$ cat src/sv/cht_hash.sv
// Pipelined bucket hash: (2*key*key mod 2^32) mod BUCKETS, plus the bucket's first slot.
module cht_hash #(
  parameter int BUCKETS = 32,
  parameter int WAYS = 8,
  localparam int BucketAw = $clog2(BUCKETS),
  localparam int SlotAw = $clog2(BUCKETS * WAYS)
) (
  input  logic                clk_i,
  input  logic                rst_ni,
  input  logic                start_i,
  input  logic [31:0]         key_i,
  output logic                done_o,
  output logic [BucketAw-1:0] bucket_o,
  output logic [SlotAw-1:0]   base_o
);

  // Reciprocal of BUCKETS, exact for every 32-bit dividend.
  localparam int Shift = 32 + BucketAw;
  localparam logic [64:0] MagicWide =
    ((65'd1 << Shift) + 65'(BUCKETS) - 65'd1) / 65'(BUCKETS);
  localparam logic [32:0] Magic = MagicWide[32:0];

  logic [3:0]          v_q;
  logic [31:0]         sq_q;
  logic [31:0]         h2_q;
  logic [64:0]         prod_q;
  logic [31:0]         h3_q;
  logic [31:0]         qb_q;
  logic [BucketAw-1:0] bucket_q;
  logic [SlotAw-1:0]   base_q;

  logic [31:0]         h;
  logic [31:0]         quot;
  logic [31:0]         rem;

  assign h    = {sq_q[30:0], 1'b0};
  assign quot = 32'(prod_q >> Shift);
  assign rem  = h3_q - qb_q;

  always_ff @(posedge clk_i or negedge rst_ni) begin
    if (!rst_ni) begin
      v_q <= '0;
    end else begin
      v_q <= {v_q[2:0], start_i};
    end
  end

  always_ff @(posedge clk_i) begin
    if (start_i) begin
      sq_q <= key_i * key_i;
    end
    if (v_q[0]) begin
      h2_q   <= h;
      prod_q <= 65'(h) * 65'(Magic);
    end
    if (v_q[1]) begin
      h3_q <= h2_q;
      qb_q <= quot * 32'(BUCKETS);
    end
    if (v_q[2]) begin
      bucket_q <= rem[BucketAw-1:0];
      base_q   <= SlotAw'(rem[BucketAw-1:0]) * SlotAw'(WAYS);
    end
  end

  assign done_o   = v_q[3];
  assign bucket_o = bucket_q;
  assign base_o   = base_q;

endmodule

$ cat config.mk
export PLATFORM = sky130hd
export DESIGN_NAME = cht_hash
export DESIGN_NICKNAME = d
export VERILOG_FILES = /design/src/sv/cht_hash.sv
export SDC_FILE = /design/constraint.sdc
export NUM_CORES = 1
export LEC_CHECK = 0
export ABC_CLOCK_PERIOD_IN_PS = 800
export BUFFER_PORTS_ARGS = -buffer_cell sky130_fd_sc_hd__buf_2
export CORE_MARGIN = 1
export CORE_UTILIZATION = 32
export DETAILED_ROUTE_END_ITERATION = 12
export PLACE_DENSITY = 0.77
export SYNTH_ARGS = -nofsm -noshare
export SYNTH_HDL_FRONTEND = slang
export SYNTH_SLANG_ARGS = --single-unit
$ cat constraint.sdc
create_clock -name clk_i -period 0.8 [get_ports clk_i]
set_input_delay 0.08 -clock clk_i [delete_from_list [all_inputs] [get_ports clk_i]]
set_output_delay 0.08 -clock clk_i [all_outputs]
set_load 0.02 [all_outputs]
Word-level counts from Yosys, hierarchy flattened. Index checks and enable logic that the tools add are counted.

$add $sub $neg: 1. Multiply operators: 1.

Operators with widths (count): $mul 32x32->4 (1); $sub 5x1->5 const B (1).

Bits in registers: 21. Bits of input ports: 35. Output and inout bits: 14. Word-level logic and storage cells: 7.

Logic depth before layout (Yosys ltp). Gate-level depths: netlist of the first run.

Depth in word-level cells: 1. Gate-level depth with buffers: 2. Depth with buffers taken out: 2.

Worst setup path after synthesis of the first run. Ideal clock, no wire load.

Path kind: register to output. Start point: register base_o[4] (netlist name). End point: output port bucket_o[1]. Arrival: 0.667 ns. Required time: 0.720 ns. Path slack: 0.053 ns. Stages on the path, launching flop included: 2. Path buffers: 1. Path through: edfxtp_1 > buf_4.

RTL lines: end: declaration (line 13) `output logic [BucketAw-1:0] bucket_o,`.

==> results of run 1 <==
[cells in the mapped netlist (all sizes together)]
cell | instances | area share
and2 | 1 | 0.011
buf | 10 | 0.13
conb | 1 | 0.0067
dfrtp | 4 | 0.18
edfxtp | 12 | 0.64
nor2b | 1 | 0.011
xor2 | 1 | 0.016
[path summary, 6_finish.rpt]
check                               startpoint                   end  slack, ps
setup / recovery           base_o[6]$_DFFE_PP_           bucket_o[3]       -110
hold / removal                        key_i[0]     sq_q[2]$_DFFE_PP_         90
setup reg to reg              v_q[0]$_DFF_PN0_  prod_q[33]$_DFFE_PP_         90
hold reg to reg              sq_q[3]$_DFFE_PP_  prod_q[36]$_DFFE_PP_        420
max in group asynchronous               rst_ni      v_q[0]$_DFF_PN0_        540
min in group asynchronous               rst_ni      v_q[3]$_DFF_PN0_        140
[what timing repair did]
item                                   CTS  global route
setup endpoints to repair                7             7
endpoints found under the hold margin    6             0
resized for setup                        2             0
hold buffers                             3             0
[placed cells by master (no fill, tap or decap)]
cell type / instances
edfxtp_1: 12
buf_2: 11
conb_1: 7
dfrtp_1: 4
clkbuf_4: 3
dlygate4sd3_1: 3
xor2_1: 1
and2_1: 1
nor2b_1: 1
buf_6: 1
[through the flow]
step                utilization  hold slack [ps]  setup TNS [ps]  power [mW]
global route              0.410             88.9           -1030        1.53
finish                    0.410             92.4            -694        1.46
CTS                       0.410             80.9            -818        1.49
global placement          0.373             -111               0        1.06
detailed placement        0.373             -106               0        1.07
floorplan                     -             -216               0        1.06
[layout make-up]
cell class                 count  area share
tap                           16      0.0309
timing repair buffer          15       0.149
multi-input combinational     10      0.0735
sequential                    16       0.712
clock buffer                   3      0.0348
[metal layers]
| metal | vias to the layer above | part of all wire | track usage |
|---|---|---|---|
| met5 | - | 0 | 0 |
| met4 | 0 | 0 | 0.0364 |
| met3 | 0 | 0.12 | 0.0750 |
| met2 | 17 | 0.63 | 0.164 |
| met1 | 115 | 0.25 | 0.0380 |
| li1 | 114 | - | - |
[cells by family (layout without fill, tap and decap cells)]
logic type	Yosys count	in the layout	synth area share
DFF	16	16	0.821
xor gates and xnor gates	1	1	0.0156
and+or+nand+nor	2	2	0.0223
other	1	7	0.00669
buffers and inverters	10	18	0.134
[power groups by stage]
stage / sequential [mW] / combinational, mW / clock [mW]
floorplan: 0.993 / 0.0712 / 0
global placement: 0.985 / 0.0763 / 0
detailed placement: 0.992 / 0.0797 / 0
CTS: 0.974 / 0.0941 / 0.418
global route: 0.977 / 0.102 / 0.454
finish: 0.972 / 0.0941 / 0.390
[state kept, by name, summed over array words and instances, names as in the netlist]
name / cells
prod_q: 3
base_o: 3
h3_q: 3
sq_q: 3
v_q: 4
==> impl_summary.md, run 1 <==
Status
The flow ran to the end, but the final reports show violations. The final reports fail on setup timing.

Timing
Setup repair after global routing could not meet its margin everywhere. Dividing the final minimum period by the clock period gives 1.14. The total count of max-transition violations in the final report came to 0. The number of hold violations in the final report is 0. Static timing analysis puts the maximum clock frequency at 1100 MHz. The routed design could run at a clock period as short as 909 ps. The clock skew is 0.594 ps.

Setup slack on the critical path of the routed design comes to -109 ps. The total setup violations reported at the end of the flow is 7.

Clocking
In this run, CTS created clock tree buffers numbering 3. After clock tree synthesis, the clock-pin slew on the worst setup and hold paths is 80 ps. In this run the post-CTS setup repair buffer count came out at 0.

In this run the number of H-tree levels came out at 1. TritonCTS built the clock tree. Clock latency on the worst-skew pair, taken at its later pin, is 270 ps. The count of clock tree sinks is 16.

The root buffer selected by CTS is clkbuf_4. The buffer depth of the longest clock path is 2.

Critical path
The largest stage delay on the critical path is 380 ps. The critical path class is reg2out. Traced cell by cell, the critical path runs through buf_2. The largest driver fanout on the critical path is 2. The largest individual stage delay along the critical path comes from the cell edfxtp_1.

The buffer and inverter count on the worst path is 1. The startpoint type of the worst setup path is a flip-flop. The critical path arrival is 830 ps. Measured in cells, the most critical reg-to-reg path has a length of 0. In this run the number of cells on the critical path is 1. The cell family with the largest share of critical-path delay is flip-flops. STA classifies the critical path endpoint as a primary output. For the worst setup path, the data required time is 720 ps.

Cells and area
The non-filler instance count after layout is 60. The total of fill cells in the finished design is 151. Of the cells placed in the final design, the portion with a size suffix greater than 1 is 0.341. The net count reported at finish is 81. The finished layout cell area is 647 sq um. Summing all multi-input logic gate instances after layout gives 47.5 sq um. The area growth from synthesis to layout is 15.4%. The number of antenna diodes in the final layout is 0. Across the whole layout, storage elements account for 460 sq um.

Power and ir drop
The switching part of the total is 0.205. The combinational share of power is 0.065. The relative contribution of the clock network to total power is 0.268. The switching power is 0.298 mW. The leakage power total is 0.271 nW. For this design the ratio of total power to cell area is 2250 nW/um^2. The cell-internal power is 1.16 mW. Of the total power, registers draw 0.667. Across the VDD grid, the largest voltage drop is 1320 uV.

Floorplanning
In this run the horizontal extent of the chip is 43.9 um. The area inside the core boundary is 1580 sq um. The top-level port count is 49. The initial utilization of the core area, before any placement, comes to 0.356. The floorplan step defined a die boundary enclosing 1920 sq um. The number of standard-cell rows in the floorplan is 14. The vertical extent of the die is 43.9 um.

Placement
The worst-case setup slack after placement is 52.2 ps. Detailed placement ended at an HPWL of 465 um. The number of instances in the placed design is 54.

After detailed placement, the total cell area comes to 588 sq um. The number of buffers added on ports is 12. Routability-driven placement finished with a final weighted congestion of 0.628.

Logic synthesis
For this run, the register share of the synthesized area comes to 0.821. During synthesis, Yosys emitted a total of 0 warnings. The post-synthesis sequential element count is 16. Averaged over all synthesized cells, the footprint is 18.7 sq um. The number of different library cells in the post-synthesis netlist is 7. The synthesized netlist occupies a cell area of 561 sq um. The instance count of the mapped netlist is 30.

Worst hold path
The number of cells on the worst hold path is 2. In this run the worst hold path is classified as in2reg.

Detailed routing
In the routed design, unresolved DRC markers number 0. In the final routed layout, each cell accounts on average for 10.7 um. The detail-routed via count per cell is 4.10. For this block, the initial DRC count from the detailed router was 3. The count of nets left with antenna violations once routing finished came out at 0. The first detailed-routing pass ran for 5 iterations.

The post-detailed-routing wire length is 639 um. The detailed-route via count is 246.

Global routing
Summed over all layers, the global routing overflow is 0. The largest net degree at the start of global routing is 9. The first-pass GRT wire length is 979 um.

The global-route total usage across every layer is 0.0814. The initial antenna violation count came to 0. The number of global-route vias before repair is 252.

Flow run
Across the run, the number of max-cap violations was 0.
(Power assumes the default switching activity.)
==> inputs of run 2 (changes only) <==
Settings changed: SKIP_CTS_REPAIR_TIMING from default to 1.
==> run 2 against run 1 <==
First-iteration DRC count unchanged. Clock-buffer cell count unchanged. Via count unchanged. Sequential share of layout area unchanged. The run still ends with setup timing left. Critical endpoint unchanged.
==> impl_summary.md, run 2 (synthesis gave the netlist of run 1 again) <==
Clocking
The clock transition at the registers of the reported paths came to 80 ps (about the same). The number of H-tree levels is 1 (unchanged). The clock tree from TritonCTS is built (unchanged). The count of clock tree sinks is 16 (unchanged). The root buffer selected by CTS is clkbuf_4 (unchanged).

The buffer depth of the longest clock path is 2 (unchanged). The TritonCTS buffer count is 3 (unchanged). The clock insertion delay at the later pin of the skew report is 270 ps (about the same).

Critical path
The cell family with the largest share of critical-path delay is flip-flops (unchanged). The largest stage delay on the critical path is 380 ps (about the same). The buffer and inverter count on the worst path is 1 (unchanged). The data required time of the worst path came to 720 ps (about the same). The critical path class is reg2out (unchanged). The startpoint type of the worst setup path is a flip-flop (unchanged).

Cell-by-cell trace of the critical path: buf_2 (unchanged). The type of element capturing the critical path is a primary output (unchanged). The critical path arrival is 830 ps (about the same). The slowest cell on the critical path was edfxtp_1 (unchanged). The largest driver fanout on the critical path is 2 (unchanged).

Timing
The final cycle utilization of the critical path is 1.14 (about the same). The final period demand of the worst path is 909 ps (about the same). The fmax came to 1100 MHz (about the same). The post-layout worst setup margin is -109 ps (about the same).

RSZ-0062 raised after global routing: yes (unchanged). The number of hold violations in the final report is 0 (unchanged). The clock skew is 0.594 ps (about the same).

The total count of max-transition violations in the final report is 0 (unchanged). The worst hold margin is 95.0 ps (was 92.4 ps). The total setup violations reported at the end of the flow is 7 (unchanged).

Detailed routing
The number of nets still failing antenna checks after routing is 0 (unchanged). The number of detailed-route iterations in the first pass is 5 (unchanged). The detailed-route via count came to 246 (unchanged). The detail-routed via count per cell is 4.10 (unchanged).

The average wire per standard cell is 10.7 um (about the same). The number of remaining DRC errors is 0 (unchanged). The post-detailed-routing wire length was 640 um (was 639 um). The number of design-rule violations left by the first detailed-router iteration was 3 (unchanged).

Cells and area
The flip-flop count of the largest register, all copies and words added came to 4 (unchanged). The largest register by flop count is v_q (unchanged). The area growth from synthesis to layout is 15.4% (unchanged).

The flip-flop and latch area is 460 sq um (unchanged). The share of cells above drive strength 1 is 0.341 (unchanged). The number of antenna cells inserted is 0 (unchanged). The net count reported at finish is 81 (unchanged). Highest-count cells in the layout ignoring fill and taps: edfxtp_1 (12), buf_2 (11), conb_1 (7), dfrtp_1 (4) (unchanged). The total of fill cells in the finished design is 152 (was 151). The most frequent standard cell in the layout excluding fill and tap cells is edfxtp_1 (unchanged).

The non-filler instance count after layout came to 60 (unchanged). The area of the multi-input gates was 47.5 sq um (unchanged).

Global routing
The initial antenna violation count was 0 (unchanged). The largest net degree at the start of global routing is 9 (unchanged). The number of global-route vias before repair is 246 (was 252). The first-pass GRT wire length is 931 um (was 979 um). The leftover overflow at the end of global routing is 0 (unchanged). The global-route total usage across every layer is 0.0761 (was 0.0814).

Floorplanning
The number of standard-cell rows in the floorplan is 14 (unchanged). The area inside the core boundary came to 1580 sq um (unchanged). The vertical extent of the die is 43.9 um (unchanged). The starting density of the core is 0.356 (unchanged). The horizontal die dimension is 43.9 um (unchanged).

The top-level port count is 49 (unchanged). The full die area is 1920 sq um (unchanged).

Power and ir drop
The worst ir drop on vdd is 1320 uV (unchanged). The leakage power total was 0.271 nW (unchanged). The total power per unit cell area is 2250 nW/um^2 (about the same).

Worst hold path
The path category of the worst min-delay check is in2reg (unchanged).

Status
Failing checks: setup timing (unchanged). Outcome: finished with violations (unchanged).

Placement
The number of instances in the placed design is 54 (unchanged). The number of buffers added on ports is 12 (unchanged). The detailed placer's ending HPWL was 465 um (unchanged).

The last weighted congestion value of the routability-driven placer is 0.628 (unchanged).

Flow run
The number of max-cap violations is 0 (unchanged).
-- run 2: power by group --
group,leakage [nW],switching [mW],total [mW],internal [mW]
logic,0.0937,0.0612,0.0941,0.0329
registers,0.164,0.0208,0.972,0.952
clock network,0.0138,0.216,0.391,0.174
-- run 2: per-stage QoR --
stage          worst slack, ps  power (mW)  utilization  instance area (sq um)  setup TNS, ps
6_report                  -109        1.46        0.410                    647           -695
3_3_place_gp              86.1        1.06        0.373                    588              0
3_5_place_dp              52.2        1.07        0.373                    588              0
4_1_cts                   -127        1.47        0.387                    611           -825
5_1_grt                   -166        1.53        0.410                    647          -1030
2_1_floorplan             52.7        1.06            -                    583              0
-- run 2: path summary, 6_finish.rpt --
kind,start,to,slack [ps],cells after the start
setup / recovery,base_o[6]$_DFFE_PP_,bucket_o[3],-110,1
hold / removal,key_i[0],sq_q[2]$_DFFE_PP_,100,2
setup reg to reg,v_q[0]$_DFF_PN0_,prod_q[33]$_DFFE_PP_,90,0
hold reg to reg,sq_q[3]$_DFFE_PP_,prod_q[36]$_DFFE_PP_,420,0
max in group asynchronous,rst_ni,v_q[0]$_DFF_PN0_,540,2
min in group asynchronous,rst_ni,v_q[3]$_DFF_PN0_,140,2
-- run 2: cell type report --
cell class / instances / area share
clock buffers: 3 / 0.0348
multi-input cells: 10 / 0.0735
flip-flops and latches: 16 / 0.712
well taps: 16 / 0.0309
repair buffers: 15 / 0.149
-- run 2: per-layer routing --
layer  GRT usage  up-vias  part of all wire
met2       0.155       17              0.63
met4      0.0182        0                 0
li1            -      114                 -
met5           0        -                 0
met3      0.0750        0              0.12
met1      0.0380      115              0.25
==> inputs of run 3 (changes only) <==
Settings changed: PLACE_DENSITY 0.77 to 0.8.
==> run 3 against run 2 <==
Critical endpoint is now base_o[7]. Sequential share of layout area stayed put. Highest routed layer unchanged. Via count grew 0.41%. Register-to-register slack hardly changed. Clock skew is essentially flat. The run ends with DRC, setup timing left.
==> impl_summary.md, run 3 (synthesis gave the netlist of run 1 again) <==
Status
Outcome: finished with violations (unchanged). Failing checks: DRC, setup timing (was setup timing).

Placement
The number of buffers added on ports is 12 (unchanged). The last weighted congestion value of the routability-driven placer is 0.609 (was 0.628). The detailed placer's ending HPWL is 405 um (was 465 um).

Global routing
The global-route total usage across every layer is 0.0702 (was 0.0761). The initial antenna violation count is 0 (unchanged). The number of global-route vias before repair is 241 (was 246). The largest net degree at the start of global routing came to 9 (unchanged). The first-pass GRT wire length was 862 um (was 931 um). The leftover overflow at the end of global routing is 0 (unchanged).

Cells and area
The most frequent standard cell in the layout excluding fill and tap cells is edfxtp_1 (unchanged). The largest register by flop count is v_q (unchanged). The number of antenna cells inserted is 0 (unchanged).

The area growth from synthesis to layout was 15.4% (unchanged). The flip-flop and latch area came to 460 sq um (unchanged). The share of cells above drive strength 1 is 0.341 (unchanged).

The total of fill cells in the finished design is 149 (was 152). The area of the multi-input gates was 47.5 sq um (unchanged). Highest-count cells in the layout ignoring fill and taps: edfxtp_1 (12), buf_2 (11), conb_1 (7), dfrtp_1 (4) (unchanged). The flip-flop count of the largest register, all copies and words added was 4 (unchanged).

The net count reported at finish is 81 (unchanged).

Power and ir drop
The switching part of the total was 0.201 (was 0.205). The leakage power total is 0.271 nW (unchanged). The worst ir drop on vdd came to 1310 uV (was 1320 uV). The total design power was 1.45 mW (was 1.46 mW). The cell-internal power was 1.16 mW (about the same). The total power per unit cell area came to 2240 nW/um^2 (was 2250 nW/um^2). The combinational share of power is 0.064 (was 0.065). The portion of total power attributed to sequential cells is 0.670 (was 0.667). The switching power is 0.292 mW (was 0.298 mW).

The relative contribution of the clock network to total power is 0.266 (was 0.268).

Flow run
The number of max-cap violations was 0 (unchanged).

Critical path
The critical path arrival is 830 ps (about the same). The type of element capturing the critical path is a primary output (unchanged). The data required time of the worst path was 720 ps (about the same).

The slowest cell on the critical path is edfxtp_1 (unchanged). The startpoint type of the worst setup path is a flip-flop (unchanged). The buffer and inverter count on the worst path is 1 (unchanged). The cell family with the largest share of critical-path delay was flip-flops (unchanged). The largest stage delay on the critical path came to 380 ps (about the same). The largest driver fanout on the critical path is 2 (unchanged). Cell-by-cell trace of the critical path: buf_2 (unchanged).

The critical path class is reg2out (unchanged).

Clocking
The root buffer selected by CTS is clkbuf_4 (unchanged). The number of H-tree levels came to 1 (unchanged). The TritonCTS buffer count came to 3 (unchanged). The count of clock tree sinks came to 16 (unchanged). The buffer depth of the longest clock path is 2 (unchanged). The clock insertion delay at the later pin of the skew report was 270 ps (about the same). The clock tree from TritonCTS is built (unchanged). The clock transition at the registers of the reported paths came to 80 ps (about the same).

Timing
RSZ-0062 raised after global routing: yes (unchanged). The final cycle utilization of the critical path came to 1.14 (about the same). The total count of max-transition violations in the final report was 0 (unchanged). The fmax was 1100 MHz (about the same). The post-layout worst setup margin was -109 ps (about the same). The number of hold violations in the final report is 0 (unchanged). The clock skew was 0.456 ps (was 0.594 ps). The worst hold margin came to 98.4 ps (was 95.0 ps).

The total setup violations reported at the end of the flow is 7 (unchanged). The final period demand of the worst path is 909 ps (about the same).

Floorplanning
The vertical extent of the die is 43.9 um (unchanged). The area inside the core boundary is 1580 sq um (unchanged). The starting density of the core is 0.356 (unchanged). The top-level port count was 49 (unchanged). The horizontal die dimension was 43.9 um (unchanged). The full die area is 1920 sq um (unchanged). The number of standard-cell rows in the floorplan is 14 (unchanged).

Detailed routing
The number of design-rule violations left by the first detailed-router iteration came to 3 (unchanged). The post-detailed-routing wire length came to 603 um (was 640 um). The detailed-route via count was 247 (was 246).

The average wire per standard cell is 10.1 um (was 10.7 um). The detail-routed via count per cell was 4.12 (was 4.10). The number of remaining DRC errors is 2 (was 0). The number of nets still failing antenna checks after routing is 0 (unchanged). The number of detailed-route iterations in the first pass was 7 (was 5).

Worst hold path
The path category of the worst min-delay check was in2reg (unchanged).
==> run 3: cell counts in the layout (fill, tap and decap cells not counted) <==
No cell type changed its count.
==> run 3: layer usage <==
| layer | vias up | part of all wire | global-route usage |
|---|---|---|---|
| li1 | 114 | - | - |
| met1 | 117 | 0.28 | 0.0384 |
| met2 | 16 | 0.61 | 0.134 |
| met3 | 0 | 0.11 | 0.0750 |
| met4 | 0 | 0 | 0.0182 |
| met5 | - | 0 | 0 |
==> run 3: through the flow <==
step | setup TNS, ps | worst slack [ps] | cell area (sq um) | cells | utilization
floorplan | 0 | 52.7 | 583 | 36 | -
global placement | 0 | 82.0 | 588 | 54 | 0.373
CTS | -780 | -124 | 611 | 57 | 0.387
finish | -663 | -109 | 647 | 60 | 0.410
detailed placement | 0 | 70.6 | 588 | 54 | 0.373
global route | -1040 | -170 | 647 | 60 | 0.410
==> run 3: area by class of cell <==
class	instances	area share
clock buffer	3	0.0348
multi-input combinational	10	0.0735
sequential	16	0.712
tap	16	0.0309
timing repair buffer	15	0.149
==> run 3: power by group through the flow <==
stage | clock network, mW | registers, mW | logic (mW)
3_3_place_gp | 0 | 0.985 | 0.0764
3_5_place_dp | 0 | 0.990 | 0.0786
4_1_cts | 0.410 | 0.971 | 0.0789
5_1_grt | 0.451 | 0.976 | 0.100
6_report | 0.385 | 0.972 | 0.0934
2_1_floorplan | 0 | 0.993 | 0.0712
==> run 3: path summary, 6_finish.rpt <==
kind / start / to / slack (ps) / cells after the start
max: base_o[7]$_DFFE_PP_ / base_o[7] / -110 / 1
min: key_i[0] / sq_q[2]$_DFFE_PP_ / 100 / 2
max reg2reg: v_q[2]$_DFF_PN0_ / base_o[6]$_DFFE_PP_ / 90 / 0
min reg2reg: sq_q[0]$_DFFE_PP_ / prod_q[33]$_DFFE_PP_ / 420 / 0
max in group asynchronous: rst_ni / v_q[0]$_DFF_PN0_ / 540 / 2
min in group asynchronous: rst_ni / v_q[3]$_DFF_PN0_ / 140 / 2
